**src/rtl/ppde_pkg.sv**
```systemverilog
`default_nettype none

package ppde_pkg;

   // table geometry
   localparam int TABLE_ENTRIES = 16;
   localparam int DURATION_BITS = 16;
   localparam int TOL_BITS      = 16;
   localparam int IDX_BITS      = $clog2(TABLE_ENTRIES);
   localparam int CNT_BITS      = $clog2(TABLE_ENTRIES + 1);

   localparam logic [TOL_BITS-1:0] TOL_RESET = TOL_BITS'(100);

   // one stored pulse pair
   typedef struct packed {
      logic [DURATION_BITS-1:0] mark;
      logic [DURATION_BITS-1:0] space;
   } ppde_entry_type;

   // table write request
   typedef struct packed {
      logic                en;
      logic [IDX_BITS-1:0] addr;
      ppde_entry_type      data;
   } ppde_wr_type;

   // sequencer states
   typedef enum logic [2:0] {
      ST_IDLE = 3'b001,
      ST_SCAN = 3'b010,
      ST_RESP = 3'b100
   } ppde_state_type;

endpackage

`default_nettype wire

```
**src/rtl/ppde_req_if.sv**
```systemverilog
`default_nettype none

interface ppde_req_if;
   logic                               valid;
   logic                               ready;
   logic [ppde_pkg::DURATION_BITS-1:0] mark_time;
   logic [ppde_pkg::DURATION_BITS-1:0] space_time;
   logic                               frame_start;

   modport source (output valid, output mark_time, output space_time, output frame_start,
                   input ready);
   modport sink (input valid, input mark_time, input space_time, input frame_start,
                 output ready);
endinterface

`default_nettype wire

```
**src/rtl/ppde_rsp_if.sv**
```systemverilog
`default_nettype none

interface ppde_rsp_if;
   logic                          valid;
   logic                          ready;
   logic [ppde_pkg::IDX_BITS-1:0] entry_index;
   logic                          new_entry;
   logic                          table_overflow;
   logic [ppde_pkg::CNT_BITS-1:0] entries_used;

   modport source (output valid, output entry_index, output new_entry,
                   output table_overflow, output entries_used, input ready);
   modport sink (input valid, input entry_index, input new_entry,
                 input table_overflow, input entries_used, output ready);
endinterface

`default_nettype wire

```
**src/rtl/ppde_table.sv**
```systemverilog
`default_nettype none

module ppde_table (
   input  logic                          clock,
   input  ppde_pkg::ppde_wr_type         wr,
   input  logic                          rd_en,
   input  logic [ppde_pkg::IDX_BITS-1:0] rd_addr,
   output ppde_pkg::ppde_entry_type      rd_data
);
   import ppde_pkg::*;

   ppde_entry_type mem [TABLE_ENTRIES];
   ppde_entry_type rd_data_ff;

   // one write port, one registered read port
   always_ff @(posedge clock) begin
      if (wr.en) begin
         mem[wr.addr] <= wr.data;
      end
      if (rd_en) begin
         rd_data_ff <= mem[rd_addr];
      end
   end

   assign rd_data = rd_data_ff;

endmodule

`default_nettype wire

```
**src/rtl/ppde_match_unit.sv**
```systemverilog
`default_nettype none

module ppde_match_unit (
   input  ppde_pkg::ppde_entry_type             entry,
   input  logic [ppde_pkg::DURATION_BITS-1:0]   mark,
   input  logic [ppde_pkg::DURATION_BITS-1:0]   space,
   input  logic [ppde_pkg::TOL_BITS-1:0]        tol,
   output logic                                 hit
);
   import ppde_pkg::*;

   logic [DURATION_BITS-1:0] mark_diff;
   logic [DURATION_BITS-1:0] space_diff;

   // absolute differences, no wrap
   always_comb begin
      mark_diff  = (mark >= entry.mark) ? (mark - entry.mark) : (entry.mark - mark);
      space_diff = (space >= entry.space) ? (space - entry.space) : (entry.space - space);
      hit = (mark_diff < tol) && (space_diff < tol);
   end

endmodule

`default_nettype wire

```
**src/rtl/pulse_pair_dictionary_encoder_unit.sv**
```systemverilog
`default_nettype none

// pulse pair dictionary encoder
// req_ch takes one item per pulse pair: mark_time, space_time and frame_start.
// rsp_ch returns one item per pair: entry_index, new_entry, table_overflow and
// entries_used, the last two as they stand after the pair.
// csr_wr_en / csr_wr_data write the match tolerance (reset value 100); write
// only while the block is idle.
// an item is accepted when valid and ready are both high. ready is high only
// in the idle state; each pair is scanned against the stored entries one entry
// per cycle through a single shared compare unit fed by a registered table read.
// the scan stops early on a match, and the next item is not accepted until the
// result has been loaded into the output register and the block is idle again.
// the result sits in an output register; if the receiver stalls, the block
// still takes and scans the next pair and waits in the response state until
// the register frees up.
// synchronous reset empties the table, clears overflow, drops rsp valid and
// restores the tolerance; table contents are left as they were.
module pulse_pair_dictionary_encoder_unit (
   input  logic                          clock,
   input  logic                          reset,
   ppde_req_if.sink                      req_ch,
   ppde_rsp_if.source                    rsp_ch,
   input  logic                          csr_wr_en,
   input  logic [ppde_pkg::TOL_BITS-1:0] csr_wr_data
);
   import ppde_pkg::*;

   ppde_state_type state_ff, state_in;

   logic [TOL_BITS-1:0]      tol_ff, tol_in;
   logic [CNT_BITS-1:0]      count_ff, count_in;
   logic                     ovf_ff, ovf_in;

   // latched pair under scan
   logic [DURATION_BITS-1:0] mark_ff, mark_in;
   logic [DURATION_BITS-1:0] space_ff, space_in;

   // scan pointers: issue side and compare side
   logic [CNT_BITS-1:0]      scan_ptr_ff, scan_ptr_in;
   logic                     cmp_vld_ff, cmp_vld_in;
   logic [IDX_BITS-1:0]      cmp_ptr_ff, cmp_ptr_in;

   // result of the finished scan
   logic [IDX_BITS-1:0]      res_idx_ff, res_idx_in;
   logic                     res_new_ff, res_new_in;

   // output register
   logic                     rsp_vld_ff, rsp_vld_in;
   logic [IDX_BITS-1:0]      rsp_idx_ff, rsp_idx_in;
   logic                     rsp_new_ff, rsp_new_in;
   logic                     rsp_ovf_ff, rsp_ovf_in;
   logic [CNT_BITS-1:0]      rsp_used_ff, rsp_used_in;

   ppde_wr_type              tbl_wr;
   logic                     tbl_rd_en;
   ppde_entry_type           tbl_rd_data;
   logic                     hit;
   logic                     req_accept;
   logic                     rsp_load;

   ppde_table u_table (
      .clock   (clock),
      .wr      (tbl_wr),
      .rd_en   (tbl_rd_en),
      .rd_addr (scan_ptr_ff[IDX_BITS-1:0]),
      .rd_data (tbl_rd_data)
   );

   // shared compare unit, one entry per cycle
   ppde_match_unit u_match (
      .entry (tbl_rd_data),
      .mark  (mark_ff),
      .space (space_ff),
      .tol   (tol_ff),
      .hit   (hit)
   );

   assign req_ch.ready = (state_ff == ST_IDLE);
   assign req_accept   = req_ch.valid && (state_ff == ST_IDLE);
   assign rsp_load     = (state_ff == ST_RESP) && (!rsp_vld_ff || rsp_ch.ready);

   always_comb begin
      state_in    = state_ff;
      tol_in      = csr_wr_en ? csr_wr_data : tol_ff;
      count_in    = count_ff;
      ovf_in      = ovf_ff;
      mark_in     = mark_ff;
      space_in    = space_ff;
      scan_ptr_in = scan_ptr_ff;
      cmp_vld_in  = cmp_vld_ff;
      cmp_ptr_in  = cmp_ptr_ff;
      res_idx_in  = res_idx_ff;
      res_new_in  = res_new_ff;
      tbl_rd_en   = 1'b0;
      tbl_wr.en   = 1'b0;
      tbl_wr.addr = count_ff[IDX_BITS-1:0];
      tbl_wr.data = '{mark: mark_ff, space: space_ff};

      case (state_ff)
         ST_IDLE: begin
            if (req_accept) begin
               mark_in     = req_ch.mark_time;
               space_in    = req_ch.space_time;
               // frame start empties the table before this pair
               if (req_ch.frame_start) begin
                  count_in = '0;
                  ovf_in   = 1'b0;
               end
               scan_ptr_in = '0;
               cmp_vld_in  = 1'b0;
               state_in    = ST_SCAN;
            end
         end
         ST_SCAN: begin
            if (cmp_vld_ff && hit) begin
               // first matching entry wins
               res_idx_in = cmp_ptr_ff;
               res_new_in = 1'b0;
               state_in   = ST_RESP;
            end else if (scan_ptr_ff == count_ff) begin
               // every valid entry checked, none matched
               if (count_ff < CNT_BITS'(TABLE_ENTRIES)) begin
                  tbl_wr.en  = 1'b1;
                  res_idx_in = count_ff[IDX_BITS-1:0];
                  res_new_in = 1'b1;
                  count_in   = count_ff + CNT_BITS'(1);
               end else begin
                  // table full: nothing stored, sticky overflow
                  res_idx_in = '0;
                  res_new_in = 1'b0;
                  ovf_in     = 1'b1;
               end
               state_in = ST_RESP;
            end else begin
               tbl_rd_en   = 1'b1;
               cmp_vld_in  = 1'b1;
               cmp_ptr_in  = scan_ptr_ff[IDX_BITS-1:0];
               scan_ptr_in = scan_ptr_ff + CNT_BITS'(1);
            end
         end
         ST_RESP: begin
            if (rsp_load) begin
               state_in = ST_IDLE;
            end
         end
         default: begin
            state_in = ST_IDLE;
         end
      endcase
   end

   // output register, loaded once the previous item has left
   always_comb begin
      rsp_idx_in  = rsp_idx_ff;
      rsp_new_in  = rsp_new_ff;
      rsp_ovf_in  = rsp_ovf_ff;
      rsp_used_in = rsp_used_ff;
      if (rsp_load) begin
         rsp_vld_in  = 1'b1;
         rsp_idx_in  = res_idx_ff;
         rsp_new_in  = res_new_ff;
         rsp_ovf_in  = ovf_ff;
         rsp_used_in = count_ff;
      end else if (rsp_ch.ready) begin
         rsp_vld_in = 1'b0;
      end else begin
         rsp_vld_in = rsp_vld_ff;
      end
   end

   always_ff @(posedge clock) begin
      if (reset) begin
         state_ff   <= ST_IDLE;
         tol_ff     <= TOL_RESET;
         count_ff   <= '0;
         ovf_ff     <= 1'b0;
         cmp_vld_ff <= 1'b0;
         rsp_vld_ff <= 1'b0;
      end else begin
         state_ff   <= state_in;
         tol_ff     <= tol_in;
         count_ff   <= count_in;
         ovf_ff     <= ovf_in;
         cmp_vld_ff <= cmp_vld_in;
         rsp_vld_ff <= rsp_vld_in;
      end
   end

   // payload, no reset
   always_ff @(posedge clock) begin
      mark_ff     <= mark_in;
      space_ff    <= space_in;
      scan_ptr_ff <= scan_ptr_in;
      cmp_ptr_ff  <= cmp_ptr_in;
      res_idx_ff  <= res_idx_in;
      res_new_ff  <= res_new_in;
      rsp_idx_ff  <= rsp_idx_in;
      rsp_new_ff  <= rsp_new_in;
      rsp_ovf_ff  <= rsp_ovf_in;
      rsp_used_ff <= rsp_used_in;
   end

   assign rsp_ch.valid          = rsp_vld_ff;
   assign rsp_ch.entry_index    = rsp_idx_ff;
   assign rsp_ch.new_entry      = rsp_new_ff;
   assign rsp_ch.table_overflow = rsp_ovf_ff;
   assign rsp_ch.entries_used   = rsp_used_ff;

`ifndef SYNTHESIS
   // a new entry is always the last one in the table
   a_new_is_last: assert property (@(posedge clock) disable iff (reset)
      (rsp_vld_ff && rsp_new_ff) |->
         (rsp_used_ff == CNT_BITS'(rsp_idx_ff) + CNT_BITS'(1)))
      else $error("new entry index does not match entry count");

   // overflow only with a full table
   a_ovf_full: assert property (@(posedge clock) disable iff (reset)
      ovf_ff |-> (count_ff == CNT_BITS'(TABLE_ENTRIES)))
      else $error("overflow flag set with table not full");

   // scan never issues past the valid entries
   a_scan_bound: assert property (@(posedge clock) disable iff (reset)
      (state_ff == ST_SCAN) |-> (scan_ptr_ff <= count_ff))
      else $error("scan pointer beyond entry count");

   // an accepted item starts a scan
   a_accept_scan: assert property (@(posedge clock) disable iff (reset)
      req_accept |=> (state_ff == ST_SCAN))
      else $error("accepted item did not start a scan");
`endif

endmodule

`default_nettype wire
```
**src/flat_wrapper.sv**
```systemverilog
// flat-port wrapper written by rule: the top's interface ports become plain ports
module pulse_pair_dictionary_encoder_unit_flat import ppde_pkg::*;
  (clock, reset, csr_wr_en, csr_wr_data, req_ch_valid, req_ch_mark_time, req_ch_space_time, req_ch_frame_start, req_ch_ready, rsp_ch_valid, rsp_ch_entry_index, rsp_ch_new_entry, rsp_ch_table_overflow, rsp_ch_entries_used, rsp_ch_ready);
  ppde_req_if req_ch_i ();
  ppde_rsp_if rsp_ch_i ();
  input  logic clock;
  input  logic reset;
  input  logic csr_wr_en;
  input  logic [ppde_pkg::TOL_BITS-1:0] csr_wr_data;
  input wire logic [$bits(req_ch_i.valid)-1:0] req_ch_valid;
  input wire logic [$bits(req_ch_i.mark_time)-1:0] req_ch_mark_time;
  input wire logic [$bits(req_ch_i.space_time)-1:0] req_ch_space_time;
  input wire logic [$bits(req_ch_i.frame_start)-1:0] req_ch_frame_start;
  output wire logic [$bits(req_ch_i.ready)-1:0] req_ch_ready;
  output wire logic [$bits(rsp_ch_i.valid)-1:0] rsp_ch_valid;
  output wire logic [$bits(rsp_ch_i.entry_index)-1:0] rsp_ch_entry_index;
  output wire logic [$bits(rsp_ch_i.new_entry)-1:0] rsp_ch_new_entry;
  output wire logic [$bits(rsp_ch_i.table_overflow)-1:0] rsp_ch_table_overflow;
  output wire logic [$bits(rsp_ch_i.entries_used)-1:0] rsp_ch_entries_used;
  input wire logic [$bits(rsp_ch_i.ready)-1:0] rsp_ch_ready;
  assign req_ch_i.valid = req_ch_valid;
  assign req_ch_i.mark_time = req_ch_mark_time;
  assign req_ch_i.space_time = req_ch_space_time;
  assign req_ch_i.frame_start = req_ch_frame_start;
  assign req_ch_ready = req_ch_i.ready;
  assign rsp_ch_valid = rsp_ch_i.valid;
  assign rsp_ch_entry_index = rsp_ch_i.entry_index;
  assign rsp_ch_new_entry = rsp_ch_i.new_entry;
  assign rsp_ch_table_overflow = rsp_ch_i.table_overflow;
  assign rsp_ch_entries_used = rsp_ch_i.entries_used;
  assign rsp_ch_i.ready = rsp_ch_ready;
  pulse_pair_dictionary_encoder_unit u_core (.clock(clock), .reset(reset), .req_ch(req_ch_i), .rsp_ch(rsp_ch_i), .csr_wr_en(csr_wr_en), .csr_wr_data(csr_wr_data));
endmodule
```
**config.mk**
```make
export PLATFORM = sky130hd
export DESIGN_NAME = pulse_pair_dictionary_encoder_unit_flat
export DESIGN_NICKNAME = d
export VERILOG_FILES = /design/src/rtl/ppde_pkg.sv /design/src/rtl/ppde_req_if.sv /design/src/rtl/ppde_rsp_if.sv /design/src/rtl/ppde_table.sv /design/src/rtl/ppde_match_unit.sv /design/src/rtl/pulse_pair_dictionary_encoder_unit.sv /design/src/flat_wrapper.sv
export SDC_FILE = /design/constraint.sdc
export NUM_CORES = 1
export LEC_CHECK = 0
export ABC_AREA = 0
export BUFFER_PORTS_ARGS = -buffer_cell sky130_fd_sc_hd__buf_2
export CAP_MARGIN = 20
export CELL_PAD_IN_SITES_DETAIL_PLACEMENT = 0
export CELL_PAD_IN_SITES_GLOBAL_PLACEMENT = 1
export CORE_AREA = 2 2 261 238
export DETAILED_ROUTE_END_ITERATION = 10
export DIE_AREA = 0 0 263 240
export GPL_ROUTABILITY_DRIVEN = 0
export PLACE_DENSITY_LB_ADDON = 0.1
export SYNTH_ARGS = -nofsm -noshare
export SYNTH_HDL_FRONTEND = slang
export SYNTH_SLANG_ARGS = --single-unit
```
**constraint.sdc**
```tcl
create_clock -name clock -period 22 [get_ports clock]
set_clock_uncertainty 0.15 [all_clocks]
set_input_delay 4.4 -clock clock [delete_from_list [all_inputs] [get_ports clock]]
set_output_delay 4.4 -clock clock [all_outputs]
set_load 0.02 [all_outputs]
```
==> results of run 1 <==
[logic make-up (layout without fill, tap and decap cells)]
group / count (synthesis) / after routing / synth area share [%]
flip-flops: 628 / 628 / 69.02
AO/OA/AOI/OAI: 198 / 198 / 5.087
multiplexers: 187 / 187 / 14.41
AND/OR/NAND/NOR: 175 / 175 / 3.085
buffers and inverters: 163 / 313 / 2.430
adder cells (fa/ha/maj): 101 / 101 / 4.804
XOR/XNOR: 36 / 36 / 1.171
[final timing paths]
| check | endpoint | cells after the start |
|---|---|---|
| worst max-delay path | u_core.u_table.mem[15][15]$_DFFE_PP_ | 20 |
| worst min-delay path | u_core.rsp_ch.entry_index[0]$_DFFE_PP_ | 0 |
| worst max register to register | u_core.u_table.mem[15][15]$_DFFE_PP_ | 20 |
| worst min register to register | u_core.rsp_ch.entry_index[0]$_DFFE_PP_ | 0 |
[power by group]
| part | leakage [nW] | total [W] | switching [W] | internal [W] |
|---|---|---|---|---|
| Clock | 1.01 | 0.00108 | 0.000463 | 0.000613 |
| Combinational | 3.80 | 0.000212 | 0.000116 | 0.0000960 |
| Sequential | 5.65 | 0.00135 | 0.0000214 | 0.00132 |
| Total | 10.5 | 0.00263 | 0.000601 | 0.00203 |
[state kept, by name (all words and copies together) (netlist names)]
name / flops
u_core.rsp_ch.valid: 1
u_core.count_ff: 5
u_core.u_table.rd_data: 32
u_core.scan_ptr_ff: 5
u_core.ovf_ff: 1
u_core.rsp_ch.entry_index: 4
u_core.tol_ff: 16
u_core.rsp_ch.table_overflow: 1
u_core.rsp_ch.new_entry: 1
u_core.state_ff: 3
u_core.u_table.mem: 512
u_core.res_idx_ff: 4
u_core.cmp_ptr_ff: 4
u_core.res_new_ff: 1
u_core.space_ff: 16
u_core.rsp_ch.entries_used: 5
u_core.cmp_vld_ff: 1
u_core.mark_ff: 16
[metal layers]
| layer | routed length [um] | track usage, % | vias up | part of all wire, % |
|---|---|---|---|---|
| li1 | - | - | 6114 | - |
| met3 | 2924 | 3.257 | 98 | 4.7 |
| met4 | 1337 | 5.247 | 0 | 2.1 |
| met2 | 27850 | 31.02 | 346 | 45 |
| met5 | 0 | 0 | - | 0 |
| met1 | 30130 | 30.05 | 7227 | 48 |
[per-stage QoR]
step | hold slack (ns) | cell area (um^2) | setup slack (ns) | std cells | total power (W)
2_1_floorplan | 0.2503 | 26930 | 14.75 | 1488 | 0.001517
3_3_place_gp | 0.2539 | 28240 | 15.14 | 2306 | 0.001584
3_5_place_dp | 0.2589 | 28240 | 15.07 | 2306 | 0.001586
4_1_cts | 0.2726 | 30330 | 15.06 | 2427 | 0.002665
5_1_grt | 0.2870 | 30390 | 14.59 | 2430 | 0.002732
6_report | 0.2713 | 30390 | 15.06 | 2430 | 0.002635
[cell usage after synthesis, types with 7 or more instances]
library cell,instances
clkbuf_1,32
nand2_1,48
dfxtp_1,27
a221oi_1,7
nand3_1,12
nor3_1,10
inv_1,97
a21o_1,30
ha_1,97
o21a_1,10
edfxtp_1,601
xor2_1,14
mux4_2,160
xnor2_1,22
a31oi_1,8
a21oi_1,56
nor2_1,53
buf_2,25
and3_1,14
o21ai_0,34
a211oi_1,7
nor2b_1,11
mux2i_1,22
[layout make-up]
type	count	area [um^2]	share of cell area (%)
Inverter	97	364.1	1.198
Timing Repair Buffer	95	610.6	2.009
Multi-Input combinational cell	697	7750	25.50
Tap cell	792	991.0	3.261
Clock inverter	33	254.0	0.8359
Clock buffer	88	1829	6.020
Sequential cell	628	18590	61.17
==> reports/results.tsv, run 1 <==
stage	metric	value	unit
yosys	Post-synth EDFFs	601	
yosys	Mapped Cells	1488	
detailed_routing	Detail Route Antenna Nets	0	
worst_setup_path	CP max FO	21	
sta	post-route clock period utilization	31.54	%
job	Max Cap Violations	0	
detailed_routing	DRC	0	
layout	Fillers	5014	
worst_setup_path	reg2reg start	u_core.mark_ff[0]$_DFFE_PP_	
sta	Fin. Hold Viols	0	
yosys	Mapped Area	26930	um^2
yosys	Cell variety after synth	64	
yosys	leading area contributor after synthesis	edfxtp_1	
layout	layout cells sized above 1	23.38	%
sta	setup violators final	0	
clock_tree	hold-fix buffers at CTS	0	
detailed_routing	via count	13790	
yosys	register area share after synthesis	69.02	%
worst_setup_path	Worst path max stage delay	0.74	ns
sta	Slew Viols, Final	0	
worst_hold_path	Hold Path Origin	u_core.res_idx_ff[0]$_DFFE_PP_	
clock_tree	Skew-Pair Late Insertion Delay	0.60	ns
worst_setup_path	Crit. End Element	flop	
floorplanning	Starting Density	44.54	%
yosys	top cells by area, synth	edfxtp_1 (67%), mux4_2 (13%), ha_1 (4.5%), dfxtp_1 (2.0%), inv_1 (1.4%)	
layout	Area Overhead vs Synth	12.83	%
clock_tree	clk root buf	clkbuf_16	
yosys	Yosys reg bits	628	
global_routing	vias in the first global route	14090	
floorplanning	num rows	86	
sta	Worst Tran Pin Value	1.103	ns
sta	RSZ-0062 raised after global routing	false	
status	status	finished, final reports clean	
yosys	syn_nets	1643	
clock_tree	H-tree depth	3	
floorplanning	IO Count	67	
yosys	top cell type's share of synthesized area	67.01	%
pwr	cell area power density	86.71	nW/um^2
pwr	maximum vdd drop	50.20	uV
worst_setup_path	Top Family by Delay on Critical Path	compound AO/OA/AOI/OAI gates	
floorplanning	chip width	263	um
clock_tree	Clock transition at path regs	0.06	ns
clock_tree	cts bufs inserted	67	
layout	most common cell after layout, fill and taps aside	edfxtp_1	
detailed_routing	DR vias/cell	5.673	
clock_tree	CTS Buffer Depth	3	
clock_tree	clk sinks	628	
layout	number of nets in the layout	1741	
global_routing	grt ovf	0	
floorplanning	Die Y	240	um
detailed_routing	WL final	62240	um
floorplanning	die area	63120	um^2
worst_setup_path	CP cell instances	inv_1, ha_1, inv_1, fa_1, a21oi_2, o21ai_2, a2111oi_4, o21ai_2, a31oi_4, mux2_2, ha_1, a21boi_1, o21ai_0, o2bb2ai_1, nor4_1, a211oi_2, a2111oi_4, nand2_1, nor2_4, buf_4	
clock_tree	Post CTS Setup Buffer Count	0	
yosys	Avg Cell Area, Syn	18.10	um^2
yosys	Ys Warns	0	
worst_setup_path	Worst EP required	22.11	ns
sta	Setup TNS Final	0	ns
detailed_routing	DR iter-0 viols	1367	
detailed_routing	DR pass1 iterations	7	
floorplanning	Core ar.	60470	um^2
worst_setup_path	Critical Path AT	7.04	ns
worst_hold_path	HP Class	flop to flop	
layout	commonest cells after routing, fill and taps aside	edfxtp_1 (601), mux4_2 (160), ha_1 (97), inv_1 (95), clkbuf_16 (70)	
sta	Max transition margin	26.47	%
sta	fmax	0.1441	GHz
global_routing	first-pass GRT wire length	93430	um
yosys	ys async rst share	0	%
detailed_routing	wire per inst	25.61	um
yosys	ys flop type	edfxtp_1	
clock_tree	# resized after CTS	0	
worst_setup_path	crit start category	flop	
global_routing	largest net degree at the start of global routing	133	
sta	Final min period	6.939	ns
pwr	leak pwr	10.46	nW
worst_setup_path	R2R Setup Slk	15.06	ns
layout	Final Core Density	50.25	%
global_routing	initial antenna violation count	1	
global_routing	GRT Util Overall	20.14	%
worst_setup_path	crit path launch	u_core.mark_ff[0]$_DFFE_PP_	
layout	n_diodes	0	
placed_design	Port Buffer Count	66	
clock_tree	clock tree from TritonCTS	built	
worst_setup_path	CP max stage cell	a2111oi_4	
worst_setup_path	count of buffer and inverter cells on the critical path	3	
placed_design	DP Wirelength	36460	um
worst_setup_path	CP Class	flop to flop	
Note: power is estimated with default switching activity, not from simulation.
==> run 2, diff against run 1 <==
- clock period: 22 -> 7 ns (I/O delays scaled with it)
==> reports/results.tsv, run 2 (synthesis gave the netlist of run 1 again) <==
stage	metric	value	unit
global_routing	GRT Util Overall	21.60	%
pwr	Sw Share	22.24	%
job	Max Cap Violations	0	
detailed_routing	DR iter-0 viols	1131	
status	status	finished, final reports clean	
detailed_routing	WL final	66780	um
clock_tree	clock tree from TritonCTS	built	
clock_tree	clk root buf	clkbuf_16	
pwr	sequential share of power	48.9	%
clock_tree	Post CTS Setup Buffer Count	0	
layout	Area Overhead vs Synth	14.91	%
detailed_routing	DR pass1 iterations	5	
layout	post-route cell area	30950	um^2
worst_setup_path	crit start category	flop	
clock_tree	cts bufs inserted	66	
worst_setup_path	CP cell instances	inv_1, ha_1, inv_1, fa_1, a21oi_1, o21a_1, o211a_1, o21bai_2, a21o_1, o311ai_0, a31oi_1, xnor2_1, ha_1, nand3_1, nor3_1, o211ai_1, a21oi_1, a21oi_1, a2111oi_4, buf_4, nand2_1, nor3_4, buf_12	
sta	Slew Viols, Final	0	
worst_setup_path	R2R cell count	23	
worst_setup_path	Crit. End Element	flop	
clock_tree	hold-fix buffers at CTS	0	
sta	Final min period	6.342	ns
sta	Setup TNS Final	0	ns
layout	most common cell after layout, fill and taps aside	edfxtp_1	
clock_tree	clk sinks	628	
pwr	maximum vdd drop	181.7	uV
floorplanning	num rows	86	
floorplanning	Die Y	240	um
worst_setup_path	Worst path max stage delay	0.66	ns
floorplanning	IO Count	67	
sta	post-route clock period utilization	90.59	%
floorplanning	Starting Density	44.54	%
floorplanning	Core ar.	60470	um^2
worst_setup_path	reg2reg start	u_core.space_ff[0]$_DFFE_PP_	
floorplanning	die area	63120	um^2
worst_setup_path	CP Capture Point	u_core.u_table.mem[3][9]$_DFFE_PP_	
pwr	clock power share	42.6	%
sta	fmax	0.1577	GHz
pwr	Net Sw Power	0.001914	W
pwr	cell area power density	278.2	nW/um^2
global_routing	largest net degree at the start of global routing	96	
worst_setup_path	Crit. path cell count	23	
clock_tree	# resized after CTS	0	
worst_setup_path	reg2reg end	u_core.u_table.mem[3][9]$_DFFE_PP_	
global_routing	first-pass GRT wire length	98190	um
placed_design	Post-DP Area	28680	um^2
layout	layout cells sized above 1	25.34	%
worst_setup_path	Top Family by Delay on Critical Path	compound AO/OA/AOI/OAI gates	
layout	Top reg by flops	u_core.u_table.mem	
floorplanning	chip width	263	um
clock_tree	CTS Buffer Depth	3	
layout	number of nets in the layout	1774	
detailed_routing	Detail Route Antenna Nets	0	
worst_setup_path	R2R Setup Slk	0.66	ns
pwr	leak pwr	10.72	nW
worst_setup_path	count of buffer and inverter cells on the critical path	4	
layout	commonest cells after routing, fill and taps aside	edfxtp_1 (601), mux4_2 (160), ha_1 (97), inv_1 (95), clkbuf_16 (69)	
worst_setup_path	CP max FO	18	
worst_setup_path	CP max stage cell	edfxtp_1	
sta	RSZ-0062 raised after global routing	false	
pwr	Pint	0.006694	W
worst_setup_path	most frequent CP cell	a21oi_1	
clock_tree	Skew-Pair Late Insertion Delay	0.60	ns
detailed_routing	DR vias/cell	5.624	
clock_tree	Clock transition at path regs	0.06	ns
placed_design	DP Wirelength	44220	um
sta	Max transition margin	32.75	%
clock_tree	H-tree depth	3	
placed_design	pre-CTS setup slack	0.6891	ns
worst_setup_path	CP Class	flop to flop	
worst_setup_path	Worst EP required	7.14	ns
pwr	combinational share of power	8.5	%
detailed_routing	DRC	0	
layout	max reg flops	512	
detailed_routing	wire per inst	27.13	um
global_routing	initial antenna violation count	2	
sta	setup violators final	0	
sta	final worst setup slack	0.6584	ns
layout	n_diodes	0	
worst_setup_path	Critical Path AT	6.48	ns
worst_hold_path	HP Class	flop to flop	
detailed_routing	via count	13840	
sta	Worst Tran Pin Value	1.009	ns
worst_setup_path	crit path launch	u_core.space_ff[0]$_DFFE_PP_	
global_routing	grt ovf	0	
placed_design	Port Buffer Count	66	
sta	Fin. Hold Viols	0	
global_routing	vias in the first global route	14140	
-- run 2: area by class of cell --
cell class / count / area [um^2]
multi-input combinational: 697 / 7775
tap: 792 / 991.0
clock buffer: 81 / 1772
timing repair buffer: 129 / 965.9
inverter: 97 / 364.1
fill: 4973 / 29530
sequential: 628 / 18590
clock inverter: 37 / 491.7
-- run 2: worst reg2reg max path: stages (launching register included) --
cell	delay (ns)
edfxtp_1	0.66
inv_1	0.14
ha_1	0.15
inv_1	0.06
fa_1	0.37
a21oi_1	0.20
o21a_1	0.23
o211a_1	0.19
o21bai_2	0.10
a21o_1	0.31
o311ai_0	0.46
a31oi_1	0.10
xnor2_1	0.15
ha_1	0.30
nand3_1	0.11
nor3_1	0.29
o211ai_1	0.13
a21oi_1	0.14
a21oi_1	0.12
a2111oi_4	0.49
buf_4	0.27
nand2_1	0.17
nor3_4	0.47
buf_12	0.25
-- run 2: through the flow --
stage / utilization, % / hold WS (ns) / std cells / power (W)
final: 51.18 / 0.2686 / 2461 / 0.008608
after global routing: 51.18 / 0.2822 / 2461 / 0.008891
after CTS: 51.18 / 0.2691 / 2461 / 0.008690
after detailed placement: 47.43 / 0.2545 / 2343 / 0.005035
after global placement: 47.43 / 0.2519 / 2343 / 0.005030
after floorplan: - / 0.2503 / 1488 / 0.004767
-- run 2: worst min-delay path by stage --
stage	start	endpoint	cells after the start
finish	u_core.res_idx_ff[2]$_DFFE_PP_	u_core.rsp_ch.entry_index[2]$_DFFE_PP_	0
global route	u_core.res_idx_ff[0]$_DFFE_PP_	u_core.rsp_ch.entry_index[0]$_DFFE_PP_	0
CTS	u_core.res_idx_ff[2]$_DFFE_PP_	u_core.rsp_ch.entry_index[2]$_DFFE_PP_	0
detailed placement	u_core.res_idx_ff[2]$_DFFE_PP_	u_core.rsp_ch.entry_index[2]$_DFFE_PP_	0
global placement	u_core.res_idx_ff[2]$_DFFE_PP_	u_core.rsp_ch.entry_index[2]$_DFFE_PP_	0
floorplan	u_core.res_idx_ff[0]$_DFFE_PP_	u_core.rsp_ch.entry_index[0]$_DFFE_PP_	0
-- run 2: routing by layer --
layer	share of wire, %	up-vias	GRT usage (%)	routed length [um]
met5	0	-	0	0
met4	1.9	0	5.455	1269
met3	4.2	73	3.288	2802
met2	48	316	34.67	31830
met1	46	7278	31.22	30880
li1	-	6174	-	-
-- run 2: power by group through the flow --
stage / logic [W] / registers (W) / clock network [W]
after CTS: 0.000745 / 0.00421 / 0.00373
after global placement: 0.000740 / 0.00429 / 0
after global routing: 0.000803 / 0.00421 / 0.00387
after detailed placement: 0.000742 / 0.00429 / 0
after floorplan: 0.000486 / 0.00428 / 0
final: 0.000730 / 0.00421 / 0.00367
==> run 3, diff against run 2 <==
- CELL_PAD_IN_SITES_DETAIL_PLACEMENT: 0 -> 1
- MAX_ROUTING_LAYER: unset -> met4
==> reports/results.tsv, run 3 (synthesis gave the netlist of run 1 again) <==
stage	metric	value	unit
status	status	finished, final reports clean	
worst_hold_path	Hold Path Stages	0	
worst_setup_path	Worst EP required	7.14	ns
layout	Final Core Density	50.99	%
clock_tree	Skew-Pair Late Insertion Delay	0.61	ns
global_routing	initial antenna violation count	2	
layout	area of the multi-input gates	7775	um^2
sta	Slew Viols, Final	0	
detailed_routing	Detail Route Antenna Nets	0	
worst_setup_path	CP Class	flop to flop	
layout	layout cells sized above 1	25.18	%
worst_setup_path	CP max FO	18	
global_routing	largest net degree at the start of global routing	96	
placed_design	DP Wirelength	46290	um
global_routing	vias in the first global route	14940	
clock_tree	clock tree from TritonCTS	built	
sta	Max transition margin	22.75	%
layout	Area Overhead vs Synth	14.49	%
clock_tree	Clock transition at path regs	0.06	ns
pwr	clock power share	41.5	%
sta	RSZ-0062 raised after global routing	false	
worst_setup_path	CP max stage cell	edfxtp_1	
global_routing	first-pass GRT wire length	104300	um
worst_hold_path	HP Class	flop to flop	
clock_tree	CTS Buffer Depth	3	
sta	fmax	0.1567	GHz
sta	Worst Tran Pin Value	1.159	ns
global_routing	GRT Util Overall	23.59	%
layout	Top reg by flops	u_core.u_table.mem	
pwr	cell area power density	274.7	nW/um^2
worst_setup_path	R2R Setup Slk	0.62	ns
detailed_routing	WL final	70540	um
floorplanning	num rows	86	
worst_setup_path	CP cell instances	inv_1, ha_1, inv_1, fa_1, a21oi_1, o21a_1, o211a_1, o21bai_2, a21o_1, o311ai_0, a31oi_1, xnor2_1, ha_1, nand3_1, nor3_1, o211ai_1, a21oi_1, a21oi_1, a2111oi_4, buf_4, nand2_1, nor3_4, buf_12	
layout	number of nets in the layout	1775	
pwr	leak pwr	10.67	nW
worst_setup_path	R2R cell count	23	
worst_hold_path	Hold Path Origin	u_core.res_idx_ff[2]$_DFFE_PP_	
floorplanning	chip width	263	um
worst_setup_path	reg2reg end	u_core.u_table.mem[3][8]$_DFFE_PP_	
worst_setup_path	Critical Path AT	6.52	ns
detailed_routing	DR iter-0 viols	1122	
worst_setup_path	crit start category	flop	
detailed_routing	DR vias/cell	5.785	
pwr	sequential share of power	49.7	%
clock_tree	Post CTS Setup Buffer Count	0	
clock_tree	H-tree depth	3	
detailed_routing	via count	14230	
layout	Fillers	5554	
floorplanning	die area	63120	um^2
floorplanning	Starting Density	44.54	%
floorplanning	Die Y	240	um
clock_tree	clk root buf	clkbuf_16	
pwr	Pint	0.006518	W
global_routing	grt ovf	0	
layout	max reg flops	512	
layout	n_diodes	0	
worst_setup_path	Worst path max stage delay	0.66	ns
worst_setup_path	reg2reg start	u_core.space_ff[0]$_DFFE_PP_	
floorplanning	IO Count	67	
pwr	Net Sw Power	0.001951	W
layout	register area	18590	um^2
sta	Setup TNS Final	0	ns
worst_setup_path	Crit. End Element	flop	
detailed_routing	wire per inst	28.68	um
clock_tree	# resized after CTS	0	
worst_hold_path	hold endpoint	u_core.rsp_ch.entry_index[2]$_DFFE_PP_	
clock_tree	hold-fix buffers at CTS	0	
clock_tree	clk sinks	628	
clock_tree	cts bufs inserted	67	
floorplanning	Core ar.	60470	um^2
sta	Fin. Hold Viols	0	
worst_setup_path	most frequent CP cell	a21oi_1	
job	Max Cap Violations	0	
pwr	maximum vdd drop	204.1	uV
layout	post-route cell area	30830	um^2
placed_design	Port Buffer Count	66	
detailed_routing	DRC	0	
sta	setup violators final	0	
pwr	combinational share of power	8.8	%
placed_design	Post-DP Area	28680	um^2
layout	most common cell after layout, fill and taps aside	edfxtp_1	
sta	Final min period	6.382	ns
detailed_routing	DR pass1 iterations	5	
pwr	Sw Share	23.04	%
layout	commonest cells after routing, fill and taps aside	edfxtp_1 (601), mux4_2 (160), ha_1 (97), inv_1 (95), clkbuf_16 (71)	
sta	post-route clock period utilization	91.17	%
-- run 3: cell count changes in the layout (fill, tap and decap cells not counted) --
cell       change
clkinv_1       +3
clkbuf_16      +2
bufinv_16      -6
inv_6          -1
clkbuf_1       -1
clkinv_4       +2
-- run 3: power by group through the flow --
stage          registers (W)  logic (W)  clock network, W
2_1_floorplan        0.00428   0.000486                 0
3_3_place_gp         0.00429   0.000740                 0
3_5_place_dp         0.00429   0.000751                 0
4_1_cts              0.00421   0.000755           0.00359
5_1_grt              0.00422   0.000812           0.00371
6_report             0.00421   0.000742           0.00351
-- run 3: worst max-delay path, delay by kind of cell, from the launching register on --
family / cells / cell delay [ns]
adders and majority gates: 3 / 0.81
xor gates and xnor gates: 1 / 0.15
buffers and inverters: 4 / 0.73
and+or+nand+nor: 4 / 1.08
AOI/OAI and AO/OA: 11 / 2.44
DFF: 1 / 0.66
-- run 3: worst max-delay path by stage --
stage	startpoint	to	slack, ns	cells after the start
floorplan	u_core.mark_ff[0]$_DFFE_PP_	u_core.u_table.mem[15][0]$_DFFE_PP_	0.61	21
global placement	u_core.space_ff[0]$_DFFE_PP_	u_core.u_table.mem[3][1]$_DFFE_PP_	0.86	23
detailed placement	u_core.space_ff[0]$_DFFE_PP_	u_core.u_table.mem[3][1]$_DFFE_PP_	0.67	23
CTS	u_core.space_ff[0]$_DFFE_PP_	u_core.u_table.mem[3][8]$_DFFE_PP_	0.58	23
global route	u_core.space_ff[0]$_DFFE_PP_	u_core.u_table.mem[3][8]$_DFFE_PP_	0.12	23
finish	u_core.space_ff[0]$_DFFE_PP_	u_core.u_table.mem[3][8]$_DFFE_PP_	0.62	23
-- run 3: per-layer routing --
| metal | vias up | global-route usage (%) | share of wire, % |
|---|---|---|---|
| li1 | 6178 | - | - |
| met1 | 7638 | 33.23 | 46 |
| met2 | 332 | 37.02 | 48 |
| met3 | 83 | 3.042 | 4.3 |
| met4 | 0 | 5.524 | 1.8 |
| met5 | - | - | 0 |
-- run 3: through the flow --
stage / power [W] / hold slack, ns / setup slack [ns] / std cells
2_1_floorplan: 0.004767 / 0.2503 / 0.6120 / 1488
3_3_place_gp: 0.005030 / 0.2519 / 0.8564 / 2343
3_5_place_dp: 0.005045 / 0.2557 / 0.6652 / 2343
4_1_cts: 0.008555 / 0.2707 / 0.5845 / 2460
5_1_grt: 0.008743 / 0.2826 / 0.1159 / 2460
6_report: 0.008470 / 0.2685 / 0.6181 / 2460
-- run 3: layout make-up --
cell class / count / share of cell area, %
sequential: 628 / 60.28
multi-input combinational: 697 / 25.22
clock buffer: 82 / 5.896
tap: 792 / 3.214
timing repair buffer: 129 / 3.133
inverter: 97 / 1.181
clock inverter: 35 / 1.075
